===== config.mk =====
export PLATFORM = sky130hd
export DESIGN_NAME = bitmap_set_run_extractor_unit
export DESIGN_NICKNAME = d
export VERILOG_FILES = /design/src/sv/bsre_pkg.sv /design/src/sv/bsre_out_buf.sv /design/src/sv/bitmap_set_run_extractor_unit.sv
export SDC_FILE = /design/constraint.sdc
export NUM_CORES = 1
export LEC_CHECK = 0
export BUFFER_PORTS_ARGS = -buffer_cell sky130_fd_sc_hd__clkbuf_2
export CAP_MARGIN = 0
export CORE_MARGIN = 2
export CORE_UTILIZATION = 52
export DETAILED_ROUTE_END_ITERATION = 10
export GPL_TIMING_DRIVEN = 0
export PLACE_DENSITY = 0.76
export SLEW_MARGIN = 25
export SYNTH_ARGS = -nofsm -noshare
export SYNTH_HDL_FRONTEND = slang
export SYNTH_SLANG_ARGS = --single-unit

===== constraint.sdc =====
create_clock -name clk -period 8.82 [get_ports clk]
set_clock_uncertainty 0.1 [all_clocks]
set_input_delay 1.323 -clock clk [delete_from_list [all_inputs] [get_ports clk]]
set_output_delay 1.323 -clock clk [all_outputs]
set_load 0.05 [all_outputs]

===== src/sv/bsre_pkg.sv =====
`timescale 1ns / 1ps
// ----------------------------------------------------------------------------
// Bitmap set-run extractor package
// Shared constants, the range record type and the lowest-set-bit search.
// ----------------------------------------------------------------------------
package bsre_pkg;

  localparam int DATA_W      = 64;
  localparam int WORD_BITS   = 64;
  localparam int MAX_WORDS   = 512;
  localparam int MAX_RESULTS = 32;
  localparam int BEGIN_W     = 15;
  localparam int END_W       = 16;
  localparam int BIT_W       = $clog2(WORD_BITS);
  localparam int IDX_W       = $clog2(MAX_WORDS + 1);
  localparam int CNT_W       = $clog2(MAX_RESULTS);

  localparam logic [DATA_W-1:0] WORD_MASK =
      (WORD_BITS >= DATA_W) ? {DATA_W{1'b1}} : ((64'd1 << WORD_BITS) - 64'd1);

  typedef struct packed {
    logic [BEGIN_W-1:0] run_begin;
    logic [END_W-1:0]   run_end;
    logic               last_of_item;
  } bsre_range_t;

  // Position of the lowest set bit; zero when the vector is empty.
  function automatic logic [BIT_W-1:0] lowest_set(input logic [DATA_W-1:0] v);
    logic [BIT_W-1:0] idx;
    idx = '0;
    for (int i = DATA_W - 1; i >= 0; i--) begin
      if (v[i]) idx = BIT_W'(i);
    end
    return idx;
  endfunction

endpackage


===== src/sv/bsre_out_buf.sv =====
`timescale 1ns / 1ps
// ----------------------------------------------------------------------------
// Bitmap set-run extractor output buffer
// One-entry result register that decouples the scanner from the consumer.
// ----------------------------------------------------------------------------
module bsre_out_buf (
  input  logic                         clk,
  input  logic                         rst,
  input  logic                         push,
  input  bsre_pkg::bsre_range_t        push_data,
  output logic                         push_ready,
  output logic                         out_valid,
  input  logic                         out_ready,
  output logic [bsre_pkg::BEGIN_W-1:0] run_begin,
  output logic [bsre_pkg::END_W-1:0]   run_end,
  output logic                         last_of_item
);
  import bsre_pkg::*;

  bsre_range_t held;

  assign push_ready = !out_valid || out_ready;

  always_ff @(posedge clk) begin
    if (rst) begin
      out_valid <= 1'b0;
    end else if (push_ready) begin
      out_valid <= push;
    end
  end

  always_ff @(posedge clk) begin
    if (push && push_ready) begin
      held <= push_data;
    end
  end

  assign run_begin    = held.run_begin;
  assign run_end      = held.run_end;
  assign last_of_item = held.last_of_item;

endmodule


===== src/sv/bitmap_set_run_extractor_unit.sv =====
`timescale 1ns / 1ps
// ----------------------------------------------------------------------------
// Bitmap set-run extractor
// Reports the maximal runs of set bits in a word stream as [begin, end), at most 32 per word.
// ----------------------------------------------------------------------------
// A word is taken while idle, then a shared lowest-set-bit search walks the
// word's transitions (bit differs from the bit below it), one transition per
// cycle, then finishes, with a closing range when the final word closes an
// open run. A word holds at most 64 transitions, so an alternating word is the
// slowest case; stalls on the result side hold the walk at a fall. in_ready is
// high only between words; a finished range may still wait in the output
// register while the next word is taken. Word positions stop counting at 512
// words; later words only close the bitmap.
module bitmap_set_run_extractor_unit (
  input  logic                         clk,
  input  logic                         rst,
  input  logic                         in_valid,
  output logic                         in_ready,
  input  logic [bsre_pkg::DATA_W-1:0]  data_word,
  input  logic                         last_word,
  output logic                         out_valid,
  input  logic                         out_ready,
  output logic [bsre_pkg::BEGIN_W-1:0] run_begin,
  output logic [bsre_pkg::END_W-1:0]   run_end,
  output logic                         last_of_item
);
  import bsre_pkg::*;

  typedef enum logic [1:0] {
    S_IDLE,
    S_SCAN,
    S_CLOSE
  } state_t;

  state_t             state;
  logic               run_open;
  logic [BEGIN_W-1:0] run_start;
  logic [IDX_W-1:0]   word_index;
  logic [DATA_W-1:0]  trans;
  logic [END_W-1:0]   base;
  logic               last_flag;
  logic               close_flag;
  logic               muted;
  logic [CNT_W-1:0]   cnt;

  logic               accept;
  logic               processed;
  logic [DATA_W-1:0]  masked;
  logic [BIT_W-1:0]   bit_idx;
  logic [END_W-1:0]   pos;
  logic [END_W-1:0]   close_pos;
  logic [DATA_W-1:0]  rem;
  logic               more_falls;
  logic               push;
  logic               push_ready;
  bsre_range_t        push_data;

  assign in_ready  = (state == S_IDLE);
  assign accept    = in_valid && in_ready;
  assign processed = (word_index < IDX_W'(MAX_WORDS));
  assign masked    = data_word & WORD_MASK;

  assign bit_idx    = lowest_set(trans);
  assign pos        = base + END_W'(bit_idx);
  assign rem        = trans & (trans - DATA_W'(1));
  // Remaining transitions start with a rise, so two or more hold another fall.
  assign more_falls = (rem & (rem - DATA_W'(1))) != '0;
  assign close_pos  = END_W'(32'(word_index) * WORD_BITS);

  always_comb begin
    push      = 1'b0;
    push_data = '0;
    unique case (state)
      S_SCAN: begin
        if (trans != '0 && run_open && !muted) begin
          push                   = 1'b1;
          push_data.run_begin    = run_start;
          push_data.run_end      = pos;
          push_data.last_of_item = (cnt == CNT_W'(MAX_RESULTS - 1)) ||
                                   (!more_falls && !close_flag);
        end
      end
      S_CLOSE: begin
        push                   = 1'b1;
        push_data.run_begin    = run_start;
        push_data.run_end      = close_pos;
        push_data.last_of_item = 1'b1;
      end
      default: begin
        push = 1'b0;
      end
    endcase
  end

  always_ff @(posedge clk) begin
    if (rst) begin
      state      <= S_IDLE;
      run_open   <= 1'b0;
      run_start  <= '0;
      word_index <= '0;
      trans      <= '0;
      base       <= '0;
      last_flag  <= 1'b0;
      close_flag <= 1'b0;
      muted      <= 1'b0;
      cnt        <= '0;
    end else begin
      unique case (state)
        S_IDLE: begin
          if (accept) begin
            last_flag <= last_word;
            cnt       <= '0;
            muted     <= 1'b0;
            base      <= END_W'(32'(word_index) * WORD_BITS);
            if (processed) begin
              trans      <= (masked ^ {masked[DATA_W-2:0], run_open}) & WORD_MASK;
              close_flag <= last_word && masked[WORD_BITS-1];
              word_index <= word_index + IDX_W'(1);
            end else begin
              trans      <= '0;
              close_flag <= last_word && run_open;
            end
            state <= S_SCAN;
          end
        end
        S_SCAN: begin
          if (trans == '0) begin
            if (close_flag && !muted) begin
              state <= S_CLOSE;
            end else begin
              state <= S_IDLE;
              if (last_flag) begin
                run_open   <= 1'b0;
                run_start  <= '0;
                word_index <= '0;
              end
            end
          end else if (!run_open) begin
            run_open  <= 1'b1;
            run_start <= pos[BEGIN_W-1:0];
            trans     <= rem;
          end else if (muted || push_ready) begin
            run_open <= 1'b0;
            trans    <= rem;
            if (!muted) begin
              cnt   <= cnt + CNT_W'(1);
              muted <= (cnt == CNT_W'(MAX_RESULTS - 1));
            end
          end
        end
        S_CLOSE: begin
          if (push_ready) begin
            state      <= S_IDLE;
            run_open   <= 1'b0;
            run_start  <= '0;
            word_index <= '0;
          end
        end
        default: begin
          state <= S_IDLE;
        end
      endcase
    end
  end

  bsre_out_buf u_out_buf (
    .clk          (clk),
    .rst          (rst),
    .push         (push),
    .push_data    (push_data),
    .push_ready   (push_ready),
    .out_valid    (out_valid),
    .out_ready    (out_ready),
    .run_begin    (run_begin),
    .run_end      (run_end),
    .last_of_item (last_of_item)
  );

  // A range is only handed over when the output register can take it.
  assert property (@(posedge clk) disable iff (rst)
      (push && state == S_SCAN && !push_ready) |=> $stable(trans))
    else $error("scanner advanced past a stalled range");

  // Every range reported during the scan is non-empty.
  assert property (@(posedge clk) disable iff (rst)
      (push && state == S_SCAN) |-> ({1'b0, push_data.run_begin} < push_data.run_end))
    else $error("empty or inverted range");

  // The word counter never runs past its saturation point.
  assert property (@(posedge clk) disable iff (rst)
      word_index <= IDX_W'(MAX_WORDS))
    else $error("word index beyond saturation");

  // A final word leaves no run open behind it.
  assert property (@(posedge clk) disable iff (rst)
      ($past(state) != S_IDLE && state == S_IDLE && last_flag) |-> !run_open)
    else $error("run left open after final word");

  // A closing range is only issued while a run is open.
  assert property (@(posedge clk) disable iff (rst)
      (state == S_CLOSE) |-> run_open)
    else $error("closing range without an open run");

endmodule

==> parameters.txt, run 1 <==
Parameter                              Value

Detailed routing
  DRC violation count after routing    0
  Average wire per standard cell    19.4 microns
  Remaining antenna violation count    0
  Routed via count    roughly 9,500
  Post-detailed-route via-to-cell ratio    ~6.2
  DRC marker count from the first detailed-route iteration    between 1,000 and 1,500
  First-pass DRT Iterations    5
  Total wire length    between 20,000 and 30,000 microns

Worst setup path
  R2R Setup Slk    4140 ps
  Category of the worst setup path launch point    register
  Worst setup endpoint    trans[32]
  CP arrival    4890 ps
  Buffers and inverters on the worst path    4
  Slowest cell on crit path    sky130_fd_sc_hd__nor4_4
  Beginning of the worst register-to-register path    trans[0]
  Peak fanout along the critical path    10
  Critical Path Sink Type    register
  Number of cells on the worst reg-to-reg path    13
  Required time reported for the critical path endpoint    between 9000 and 10,000 ps
  Crit-path cells    buf_6 -> nor4_4 -> nand4_2 -> nor4_4 -> a221oi_1 -> a21oi_1 -> or2_2 -> clkbuf_1 -> nor3_2 -> buf_6 -> clkbuf_1 -> a22oi_1 -> nor2_1
  Crit Reg-Reg Endpoint    trans[32]
  Maximum cell stage delay along the critical path    roughly 690 ps
  Total stage count of the critical path    13
  Classification of the worst setup path    register to register
  Critical path's top delay family    simple AND/OR/NAND/NOR gates
  Start point of the critical path    trans[0]

Power and ir drop
  Share of power burned in the clock network    between 30 and 40%
  Part of the power in registers    between 30% and 40%
  Switching component of the power    0.000921 W
  Reported leakage power    slightly above 4 nW
  Sw frac    between 30% and 40%
  Logic gate share of total power    a little over a third
  Pwr/cell area    approximately 220 nW/um^2
  Total internal power    ~0.0014 W
  Peak supply drop    approximately 180 uV
  Total power after layout    between 0.002 and 0.0025 W

Clock tree
  Number of clock buffers inserted by TritonCTS    17
  CTS clock-pin slew for the worst setup and hold paths    around 70 ps
  Clk sink count    ~140
  CTS tree    yes
  Resized cells post-CTS    0
  Hold bufs inserted after CTS    0
  Htree depth    4
  Post-CTS setup buffer count    0
  Clock root buffer    sky130_fd_sc_hd__clkbuf_16
  Largest buffer count on any clock path    2
  Clock Latency Late Sink    430 ps

Synth
  Synth Area in Compound Gates    between 20% and 30%
  Mux share of post-synthesis cell area    less than 1%
  Post-synthesis cell area    around 9000 sq um
  Fraction of registers with async set or reset after synthesis    0%
  Portion of the post-synthesis area used by sequential elements    between 30% and 40%
  Area share of the largest cell type after synthesis    between 20% and 30%
  Syn_nets    about 1,200
  #FFs+latches synth    ~140
  Most used flip-flop cell after synthesis    sky130_fd_sc_hd__dfxtp_1
  Adder-cell share of the synthesized area    around 2.4%
  Combinational family with the most area after synthesis    simple AND/OR/NAND/NOR gates
  Top cells by area, synth    sky130_fd_sc_hd__dfxtp_1 (24%), sky130_fd_sc_hd__edfxtp_1 (10%), sky130_fd_sc_hd__xor2_1 (7.0%), sky130_fd_sc_hd__nor2_1 (5.7%), sky130_fd_sc_hd__nand2_1 (5.5%)
  Number of enable-type register cells in the synthesized netlist    32
  Xor/xnor cell area share of the yosys netlist    slightly above 7%
  Area fraction in and, or, nand and nor cells after synthesis    about 25%
  Cell accounting for the most synthesized area    sky130_fd_sc_hd__dfxtp_1
  Count of warnings emitted by yosys    0
  Mean instance size in the synthesized netlist    around 8 sq um
  Number of standard cells after synthesis    about 1,200
  Yosys cell types    between 80 and 90

Cells and area
  Area Growth Syn to Fin    15.5%
  Most common cell after layout, fill and taps aside    sky130_fd_sc_hd__nor2_1
  Share of layout cells above drive strength 1    roughly 15%
  Top library cells by usage in the layout, fill and taps aside    sky130_fd_sc_hd__nor2_1 (138), sky130_fd_sc_hd__nand2_1 (135), sky130_fd_sc_hd__dfxtp_1 (111)
  Net count reported at finish    1,360
  Final Non-Filler Cells    roughly 1,500

Floorplan
  Starting Density    between 50 and 60%
  Area of the core    about 17,000 sq um
  Placement row count    48
  Overall die area    roughly 19,000 sq um
  Y dimension of the die    137 microns
  Width of the chip    137 microns
  Number of top-level pins    ~100

Global route
  Number of antenna violations at the first check in global routing    0
  Gr ovfl total    0
  Pin count of the biggest net entering global routing    23
  Wire length of the first global-routing pass    around 45,000 microns
  Overall global routing resource usage    a little under a third
  Vias in the first global route    8,299

Job
  Count of max-cap constraint violations    0

Placement
  Worst setup slack after placement    between 4000 and 5000 ps
  Detailed-placement wirelength estimate    around 22,000 microns
  Count of buffers inserted at the top-level ports    just over 100
  Last weighted congestion value of the routability-driven placer    roughly 0.97
  Cells after DPL    ~1,500

STA
  Setup Total Neg Slack    0 ps
  Number of setup violations in the final report    0
  Least-Margin Pin Slew    about 1100 ps
  Final critical-path share of the clock period    between 50% and 60%
  Peak clock frequency supported by timing    0.214 GHz
  Worst path setup slack after routing    ~4100 ps
  Number of pins exceeding their max-slew limit in the final report    0
  Worst rel slew slack    ~28%
  Post-layout min period    4680 ps
  RSZ-0062 raised after global routing    false
  Number of hold violations in the final report    0

Hold path
  Class of the worst hold path    register to register

Outcome
  Result of the run    finished clean
==> power by group through the flow <==
stage | logic [W] | registers (W) | clock network [W]
finish | 0.000850 | 0.000750 | 0.000719
global route | 0.000915 | 0.000754 | 0.000745
CTS | 0.000822 | 0.000748 | 0.000721
detailed placement | 0.000818 | 0.000762 | 0
global placement | 0.000808 | 0.000760 | 0
floorplan | 0.000580 | 0.000755 | 0
==> cell families after synthesis <==
| logic type | Yosys count |
|---|---|
| buf+inv | 121 |
| mux | 3 |
| fa+ha+maj | 20 |
| compound gates | 335 |
| xor+xnor | 75 |
| flops | 143 |
| simple gates | 465 |
==> metrics by stage <==
step | utilization (%) | instance area, sq um | hold slack [ps]
floorplan | - | 9170 | 327
global placement | 57.6 | 9960 | 335
detailed placement | 57.9 | 10000 | 339
CTS | 61.2 | 10600 | 347
global route | 61.2 | 10600 | 366
finish | 61.2 | 10600 | 343
==> registers in the layout (all words and copies together) (netlist names) <==
signal and count:
trans 64, u_out_buf.run_end 16, run_start 15, u_out_buf.run_begin 15, base 10, word_index 10, cnt 5, state 2
close_flag 1, last_flag 1, muted 1, run_open 1, u_out_buf.last_of_item 1, u_out_buf.out_valid 1
==> per-layer routing <==
metal	global-route usage [%]	share of wire, %	vias up
li1	-	-	4485
met1	44.5	44	4438
met2	46.1	43	488
met3	7.11	9.9	63
met4	12.2	3.0	0
met5	0	0	-
==> worst min path at each step <==
stage,depth (start not counted),start,slack [ps],endpoint
after global routing,2,run_start[6],370,run_start[6]
after detailed placement,2,run_start[6],340,run_start[6]
after floorplan,2,run_start[2],330,run_start[2]
final,2,run_start[6],340,run_start[6]
after global placement,2,run_start[12],340,run_start[12]
after CTS,2,run_start[6],350,run_start[6]
==> synth_stat cells, drive strengths merged, types with 5 or more instances <==
library cell,instances
a2111oi,7
a211o,5
a211oi,11
a21o,5
a21oi,82
a221oi,7
a22o,12
a22oi,49
a31oi,8
and2,21
and3,10
buf,15
clkbuf,84
dfxtp,111
edfxtp,32
ha,7
inv,22
maj3,13
nand2,136
nand3,30
nand4,15
nor2,139
nor2b,5
nor3,37
nor4,21
o211ai,9
o21a,8
o21ai,68
o31a,5
o31ai,10
o41ai,6
or2,15
or3,6
or4,13
xor2,73
==> tightest hold or removal path, stage by stage, from the launching register on <==
cell and delay (ps):
sky130_fd_sc_hd__dfxtp_1 300, sky130_fd_sc_hd__nand2_1 50, sky130_fd_sc_hd__a21oi_1 50
==> area by class of cell <==
| class | count | area [sq um] |
|---|---|---|
| diodes | 1 | 2.50 |
| plain buffers | 99 | 417 |
| clock buffers | 17 | 425 |
| clock inverters | 15 | 150 |
| fillers | 1633 | 6710 |
| inverters | 22 | 82.6 |
| multi-input cells | 898 | 5500 |
| flip-flops and latches | 143 | 3180 |
| well taps | 225 | 282 |
| repair buffers | 103 | 544 |
Power figures use the tool's default switching activity.
==> run 2: changes to the inputs <==
ABC_AREA = 1   (was not set)
clock period = 4.41 ns   (was 8.82 ns; I/O delays follow)
==> parameters.txt, run 2 <==
Parameter                              Value

Cells and area
  Most common cell after layout, fill and taps aside    sky130_fd_sc_hd__inv_1
  Diodes inserted    0 (-1)
  Share of layout cells above drive strength 1    15.3% (+0.48 points)
  Area Growth Syn to Fin    16.2%
  Net count reported at finish    1,535 (+13%)
  Final standard cell utilization of the core    62.0% (+0.77 points)
  Largest register FFs    64 (unchanged)
  Top library cells by usage in the layout, fill and taps aside    sky130_fd_sc_hd__inv_1 (221), sky130_fd_sc_hd__nand2_1 (199), sky130_fd_sc_hd__nor2_1 (190)
  Final Non-Filler Cells    1,697 (+11%)
  Register bank with the most flops    trans

Worst setup path
  Beginning of the worst register-to-register path    trans[0]
  Peak fanout along the critical path    5 (-5)
  Critical Path Sink Type    register
  Maximum cell stage delay along the critical path    390 ps (-300 ps)
  Required time reported for the critical path endpoint    4580 ps (-4440 ps)
  Worst setup endpoint    u_out_buf.last_of_item
  Category of the worst setup path launch point    register
  Start point of the critical path    trans[0]
  R2R Setup Slk    -700 ps (-4830 ps)
  Number of cells on the worst reg-to-reg path    36 (+23)
  Slowest cell on crit path    sky130_fd_sc_hd__a2111o_1
  Classification of the worst setup path    register to register
  Crit Reg-Reg Endpoint    u_out_buf.last_of_item
  CP arrival    5280 ps (+390 ps)

Outcome
  Failing checks    negative setup slack
  Result of the run    finished with violations

STA
  Number of setup violations in the final report    1 (+1)
  Least-Margin Pin Slew    786 ps (-281 ps)
  Number of pins exceeding their max-slew limit in the final report    0 (unchanged)
  Worst rel slew slack    47.6% (+19 points)
  RSZ-0062 raised after global routing    true
  Setup Total Neg Slack    -696 ps (-696 ps)
  Worst path setup slack after routing    -696 ps (-4830 ps)
  Peak clock frequency supported by timing    0.196 GHz (-8.3%)
  Hold WS    365 ps (+22.0 ps)
  Final critical-path share of the clock period    116% (+63 points)
  Number of hold violations in the final report    0 (unchanged)
  Post-layout min period    5110 ps (+424 ps)

Global route
  Overall global routing resource usage    30.1% (-1.3 points)
  Number of antenna violations at the first check in global routing    0 (unchanged)
  Pin count of the biggest net entering global routing    19 (-17%)
  Wire length of the first global-routing pass    43,900 microns (-2.2%)
  Gr ovfl total    0 (unchanged)
  Vias in the first global route    8,867 (+6.8%)

Hold path
  Class of the worst hold path    register to register

Floorplan
  Width of the chip    137 microns (+0.29%)
  Starting Density    53.3% (+0.31 points)
  Y dimension of the die    137 microns (+0.29%)
  Area of the core    17,300 sq um (unchanged)
  Overall die area    18,800 sq um (+0.57%)
  Number of top-level pins    103 (unchanged)
  Placement row count    48 (unchanged)

Detailed routing
  Routed via count    9,667 (+2.0%)
  First-pass DRT Iterations    7 (+2)
  Total wire length    28,200 microns (-4.4%)
  Remaining antenna violation count    0 (unchanged)
  DRC violation count after routing    0 (unchanged)
  Post-detailed-route via-to-cell ratio    5.70 (-8.4%)
  Average wire per standard cell    16.6 microns (-14%)
  DRC marker count from the first detailed-route iteration    1,077 (+0.94%)

Synth
  Area share of the largest cell type after synthesis    24.1% (-0.14 points)
  #FFs+latches synth    143 (unchanged)
  Count of warnings emitted by yosys    0 (unchanged)
  Most common cell in the netlist    sky130_fd_sc_hd__inv_1
  Post-synthesis cell area    9230 sq um (+0.59%)
  Mean instance size in the synthesized netlist    6.90 sq um (-13%)
  Top cells by area, synth    sky130_fd_sc_hd__dfxtp_1 (24%), sky130_fd_sc_hd__edfxtp_1 (10%), sky130_fd_sc_hd__inv_1 (9.1%), sky130_fd_sc_hd__nand2_1 (8.2%), sky130_fd_sc_hd__nor2_1 (8.0%)
  Yosys cell types    55 (-32%)
  Most used flip-flop cell after synthesis    sky130_fd_sc_hd__dfxtp_1
  Syn_nets    1,413 (+14%)
  Number of standard cells after synthesis    1,337 (+15%)
  Cell accounting for the most synthesized area    sky130_fd_sc_hd__dfxtp_1
  Number of enable-type register cells in the synthesized netlist    32 (unchanged)
  Synth cell count leaders    sky130_fd_sc_hd__inv_1 (223), sky130_fd_sc_hd__nand2_1 (202), sky130_fd_sc_hd__nor2_1 (196), sky130_fd_sc_hd__dfxtp_1 (111), sky130_fd_sc_hd__a21oi_1 (85)
  Fraction of registers with async set or reset after synthesis    0% (unchanged)
  Portion of the post-synthesis area used by sequential elements    34.5% (-0.20 points)

Clock tree
  Clk sink count    143 (unchanged)
  CTS clock-pin slew for the worst setup and hold paths    60 ps (about the same)
  Clock Latency Late Sink    440 ps (about the same)
  Clock root buffer    sky130_fd_sc_hd__clkbuf_16
  Htree depth    4 (unchanged)
  CTS tree    yes
  Number of clock buffers inserted by TritonCTS    17 (unchanged)
  Hold bufs inserted after CTS    0 (unchanged)
  Largest buffer count on any clock path    2 (unchanged)

Placement
  Count of buffers inserted at the top-level ports    101 (unchanged)
  Detailed-placement wirelength estimate    21,200 microns (-2.5%)
  Last weighted congestion value of the routability-driven placer    0.950 (-2.2%)
  Cells after DPL    1,664 (+12%)

Job
  Count of max-cap constraint violations    0 (unchanged)

Power and ir drop
  Peak supply drop    305 uV (+70%)
  Reported leakage power    4.52 nW (+10%)
  Total power after layout    0.00495 W (+110%)
  Pwr/cell area    462 nW/um^2 (+110%)
==> run 2: cell types whose count changed in the layout (fill, tap and decap cells not counted), sizes merged, moves of 12 or more <==
| cell | before | now |
|---|---|---|
| a22oi | 49 | 0 |
| clkbuf | 202 | 158 |
| nor2 | 139 | 221 |
| or4 | 13 | 0 |
| or2 | 15 | 1 |
| inv | 29 | 251 |
| a211oi | 11 | 51 |
| and2 | 21 | 0 |
| o22ai | 2 | 45 |
| xnor2 | 2 | 33 |
| nand2 | 136 | 205 |
| a22o | 12 | 0 |
| a221oi | 7 | 28 |
| xor2 | 73 | 29 |
==> run 2: metal layers <==
metal | up-vias | global-route usage (%) | routed length [microns]
met2 | 512 | 47.5 | 12600
li1 | 4658 | - | -
met5 | - | 0 | 0
met1 | 4413 | 40.2 | 12000
met3 | 84 | 5.78 | 2530
met4 | 0 | 12.6 | 1080
==> run 2: power breakdown <==
group	switching (W)	leakage, nW	total, W	internal (W)
Clock	0.000606	0.286	0.00144	0.000832
Sequential	0.000138	1.22	0.00163	0.00149
Combinational	0.00130	3.01	0.00188	0.000583
==> run 2: layout make-up <==
class,instances,area (sq um)
clock inverter,14,141
sequential,143,3190
inverter,252,950
multi-input combinational,898,5030
tap,225,282
timing repair buffer,103,541
buffer,44,165
clock buffer,18,429
fill,1617,6580
==> run 2: what timing repair did <==
action	4_1_cts	5_1_grt
buffers inserted	0	1
setup endpoints to repair	1	43
gates resized for setup	7	18
pin swaps	0	3
==> run 2: kinds of logic (layout without fill, tap and decap cells) <==
kind of cell / after synthesis / after routing / share of synthesized area, %
AND/OR/NAND/NOR: 515 / 515 / 24.7
AO/OA/AOI/OAI: 311 / 311 / 21.6
buffers and inverters: 296 / 431 / 12.1
flip-flops: 143 / 143 / 34.5
XOR/XNOR: 62 / 62 / 5.89
adder cells (fa/ha/maj): 10 / 10 / 1.27
==> run 2: critical path: cells and delay by family (launching register included) <==
| family | cells | cell delay (ps) |
|---|---|---|
| AO/OA/AOI/OAI | 5 | 1150 |
| flip-flops | 1 | 330 |
| AND/OR/NAND/NOR | 22 | 2750 |
| buffers and inverters | 9 | 630 |
==> run 2: worst min path at each step <==
stage,end,startpoint,cells after the start,slack [ps]
global placement,base[15],base[15],2,330
global route,run_start[12],base[12],2,390
finish,close_flag,close_flag,2,370
detailed placement,base[15],base[15],2,340
floorplan,base[15],base[15],2,320
CTS,close_flag,close_flag,2,360
==> run 2: metrics by stage <==
stage / setup slack (ps) / area, sq um
6_report: -696 / 10700
5_1_grt: -905 / 10700
3_5_place_dp: -632 / 10000
2_1_floorplan: 302 / 9230
4_1_cts: -544 / 10700
3_3_place_gp: -654 / 10000
==> run 3: changes to the inputs <==
CORE_ASPECT_RATIO = 0.9   (was not set)
GPL_TIMING_DRIVEN = not set   (was 0)
RECOVER_POWER = 100   (was not set)
==> parameters.txt, run 3 (synthesized netlist as in run 2, its figures left out) <==
Parameter                              Value

Outcome
  Result of the run    finished with violations
  Failing checks    negative setup slack

STA
  Final critical-path share of the clock period    104% (-12 points)
  Number of hold violations in the final report    0 (unchanged)
  Worst path setup slack after routing    -183 ps (+513 ps)
  Hold WS    357 ps (-8.19 ps)
  Number of pins exceeding their max-slew limit in the final report    0 (unchanged)
  Peak clock frequency supported by timing    0.218 GHz (+11%)
  Worst rel slew slack    33.8% (-14 points)
  Post-layout min period    4590 ps (-513 ps)
  RSZ-0062 raised after global routing    true
  Number of setup violations in the final report    1 (unchanged)
  Least-Margin Pin Slew    987 ps (+202 ps)

Detailed routing
  Average wire per standard cell    15.1 microns (-9.2%)
  First-pass DRT Iterations    6 (-1)
  Post-detailed-route via-to-cell ratio    5.48 (-3.8%)
  DRC marker count from the first detailed-route iteration    805 (-25%)
  Routed via count    9,381 (-3.0%)
  DRC violation count after routing    0 (unchanged)
  Total wire length    25,800 microns (-8.4%)
  Remaining antenna violation count    0 (unchanged)

Global route
  Gr ovfl total    0 (unchanged)
  Overall global routing resource usage    27.9% (-2.1 points)
  Vias in the first global route    8,779 (-0.99%)
  Pin count of the biggest net entering global routing    72 (+53)
  Number of antenna violations at the first check in global routing    0 (unchanged)
  Wire length of the first global-routing pass    41,800 microns (-4.8%)

Power and ir drop
  Pwr/cell area    461 nW/um^2 (about the same)
  Reported leakage power    4.58 nW (+1.3%)
  Peak supply drop    313 uV (+2.6%)

Hold path
  Worst min-delay path startpoint    base[15]
  Hold Path Cell Cnt    2 (unchanged)
  Worst Hold End    base[15]
  Class of the worst hold path    register to register

Placement
  Post-detailed-placement cell area    10,200 sq um (+1.9%)
  Last weighted congestion value of the routability-driven placer    0.976 (+2.7%)
  Detailed-placement wirelength estimate    18,500 microns (-13%)
  Count of buffers inserted at the top-level ports    102 (+0.99%)

Clock tree
  Htree depth    4 (unchanged)
  Clk sink count    143 (unchanged)
  Hold bufs inserted after CTS    0 (unchanged)
  Clock Latency Late Sink    440 ps (about the same)
  CTS tree    yes
  Number of clock buffers inserted by TritonCTS    17 (unchanged)
  CTS clock-pin slew for the worst setup and hold paths    60 ps (about the same)
  Clock root buffer    sky130_fd_sc_hd__clkbuf_16
  Largest buffer count on any clock path    2 (unchanged)

Cells and area
  Register bank with the most flops    trans
  Top library cells by usage in the layout, fill and taps aside    sky130_fd_sc_hd__inv_1 (221), sky130_fd_sc_hd__nand2_1 (200), sky130_fd_sc_hd__nor2_1 (192)
  Diodes inserted    0 (unchanged)
  Filler instances    1,613 (-0.25%)
  Design Area, Final    10,900 sq um (+1.6%)
  Share of layout cells above drive strength 1    15.8% (+0.54 points)
  Net count reported at finish    1,535 (unchanged)
  Area Growth Syn to Fin    18.1%
  Largest register FFs    64 (unchanged)
  Most common cell after layout, fill and taps aside    sky130_fd_sc_hd__inv_1

Floorplan
  Number of top-level pins    103 (unchanged)
  Placement row count    46 (-4.2%)
  Y dimension of the die    130 microns (-5.0%)
  Starting Density    52.7% (-0.61 points)
  Overall die area    18,800 sq um (about the same)
  Width of the chip    144 microns (+5.3%)
  Area of the core    17,500 sq um (+1.2%)

Worst setup path
  Crit Reg-Reg Endpoint    u_out_buf.last_of_item
  Buffers and inverters on the worst path    12 (+3)
  Peak fanout along the critical path    4 (-1)
  Number of cells on the worst reg-to-reg path    41 (+14%)
  Classification of the worst setup path    register to register
  Beginning of the worst register-to-register path    trans[0]
  Most frequent CP cell    sky130_fd_sc_hd__inv_2
  CP arrival    4780 ps (-500 ps)
  Category of the worst setup path launch point    register
  Required time reported for the critical path endpoint    4600 ps (+20 ps)
  Critical Path Sink Type    register
  Critical path's top delay family    simple AND/OR/NAND/NOR gates
  R2R Setup Slk    -180 ps (+510 ps)
  Slowest cell on crit path    sky130_fd_sc_hd__dfxtp_2
  Maximum cell stage delay along the critical path    340 ps (-50 ps)

Job
  Count of max-cap constraint violations    0 (unchanged)
==> run 3: changes by cell type in the layout (fill, tap and decap cells not counted), sizes merged <==
cell	before	now
buf	7	44
bufinv	2	3
clkbuf	158	121
clkinv	13	10
clkinvlp	0	1
inv	251	252
==> run 3: area by class of cell <==
| class | instances | area [sq um] | area share [%] |
|---|---|---|---|
| inverters | 252 | 950 | 8.72 |
| multi-input cells | 898 | 5020 | 46.0 |
| well taps | 240 | 300 | 2.76 |
| clock buffers | 18 | 429 | 3.94 |
| clock inverters | 14 | 184 | 1.69 |
| flip-flops and latches | 143 | 3190 | 29.3 |
| repair buffers | 147 | 827 | 7.59 |
==> run 3: layer usage <==
layer / part of all wire, % / wire length [microns] / vias to the layer above / GRT usage [%]
li1: - / - / 4676 / -
met1: 44 / 11500 / 4269 / 37.5
met2: 45 / 11700 / 396 / 45.8
met3: 8.5 / 2190 / 40 / 5.21
met4: 2.0 / 512 / 0 / 8.74
met5: 0 / 0 / - / 0
==> run 3: worst max path at each step <==
| stage | cells after the start | start | slack, ps | to |
|---|---|---|---|---|
| after floorplan | 36 | trans[0] | 300 | u_out_buf.last_of_item |
| after global placement | 41 | trans[0] | 2 | u_out_buf.last_of_item |
| after detailed placement | 41 | trans[0] | -200 | u_out_buf.last_of_item |
| after CTS | 37 | trans[0] | -200 | u_out_buf.last_of_item |
| after global routing | 41 | trans[0] | -720 | u_out_buf.last_of_item |
| final | 41 | trans[0] | -180 | u_out_buf.last_of_item |
==> run 3: worst min-delay path, delay by kind of cell (launching register included) <==
kind                   cells  cell delay, ps
flip-flops                 1             300
AO/OA/AOI/OAI              1              60
buffers and inverters      1              60
==> run 3: what timing repair did <==
item,CTS,global route
gates resized for setup,2,19
setup endpoints to repair,1,4
setup buffers,0,1
endpoints found under the hold margin,0,0
gates cloned,0,0
pin swaps,0,3
==> run 3: where the power goes <==
part | total (W) | internal, W | switching [W]
registers | 0.00163 | 0.00149 | 0.000139
logic | 0.00188 | 0.000638 | 0.00124
clock network | 0.00151 | 0.000902 | 0.000611
==> run 3: per-stage QoR <==
stage          setup slack [ps]  util [%]  std cells  setup TNS [ps]  total power [W]
2_1_floorplan               302         -       1337               0          0.00296
3_3_place_gp               1.67      58.5       1679               0          0.00344
3_5_place_dp               -195      58.5       1679            -195          0.00346
4_1_cts                    -199      62.1       1711            -199          0.00498
5_1_grt                    -715      62.3       1712           -1170          0.00533
6_report                   -183      62.3       1712            -183          0.00503
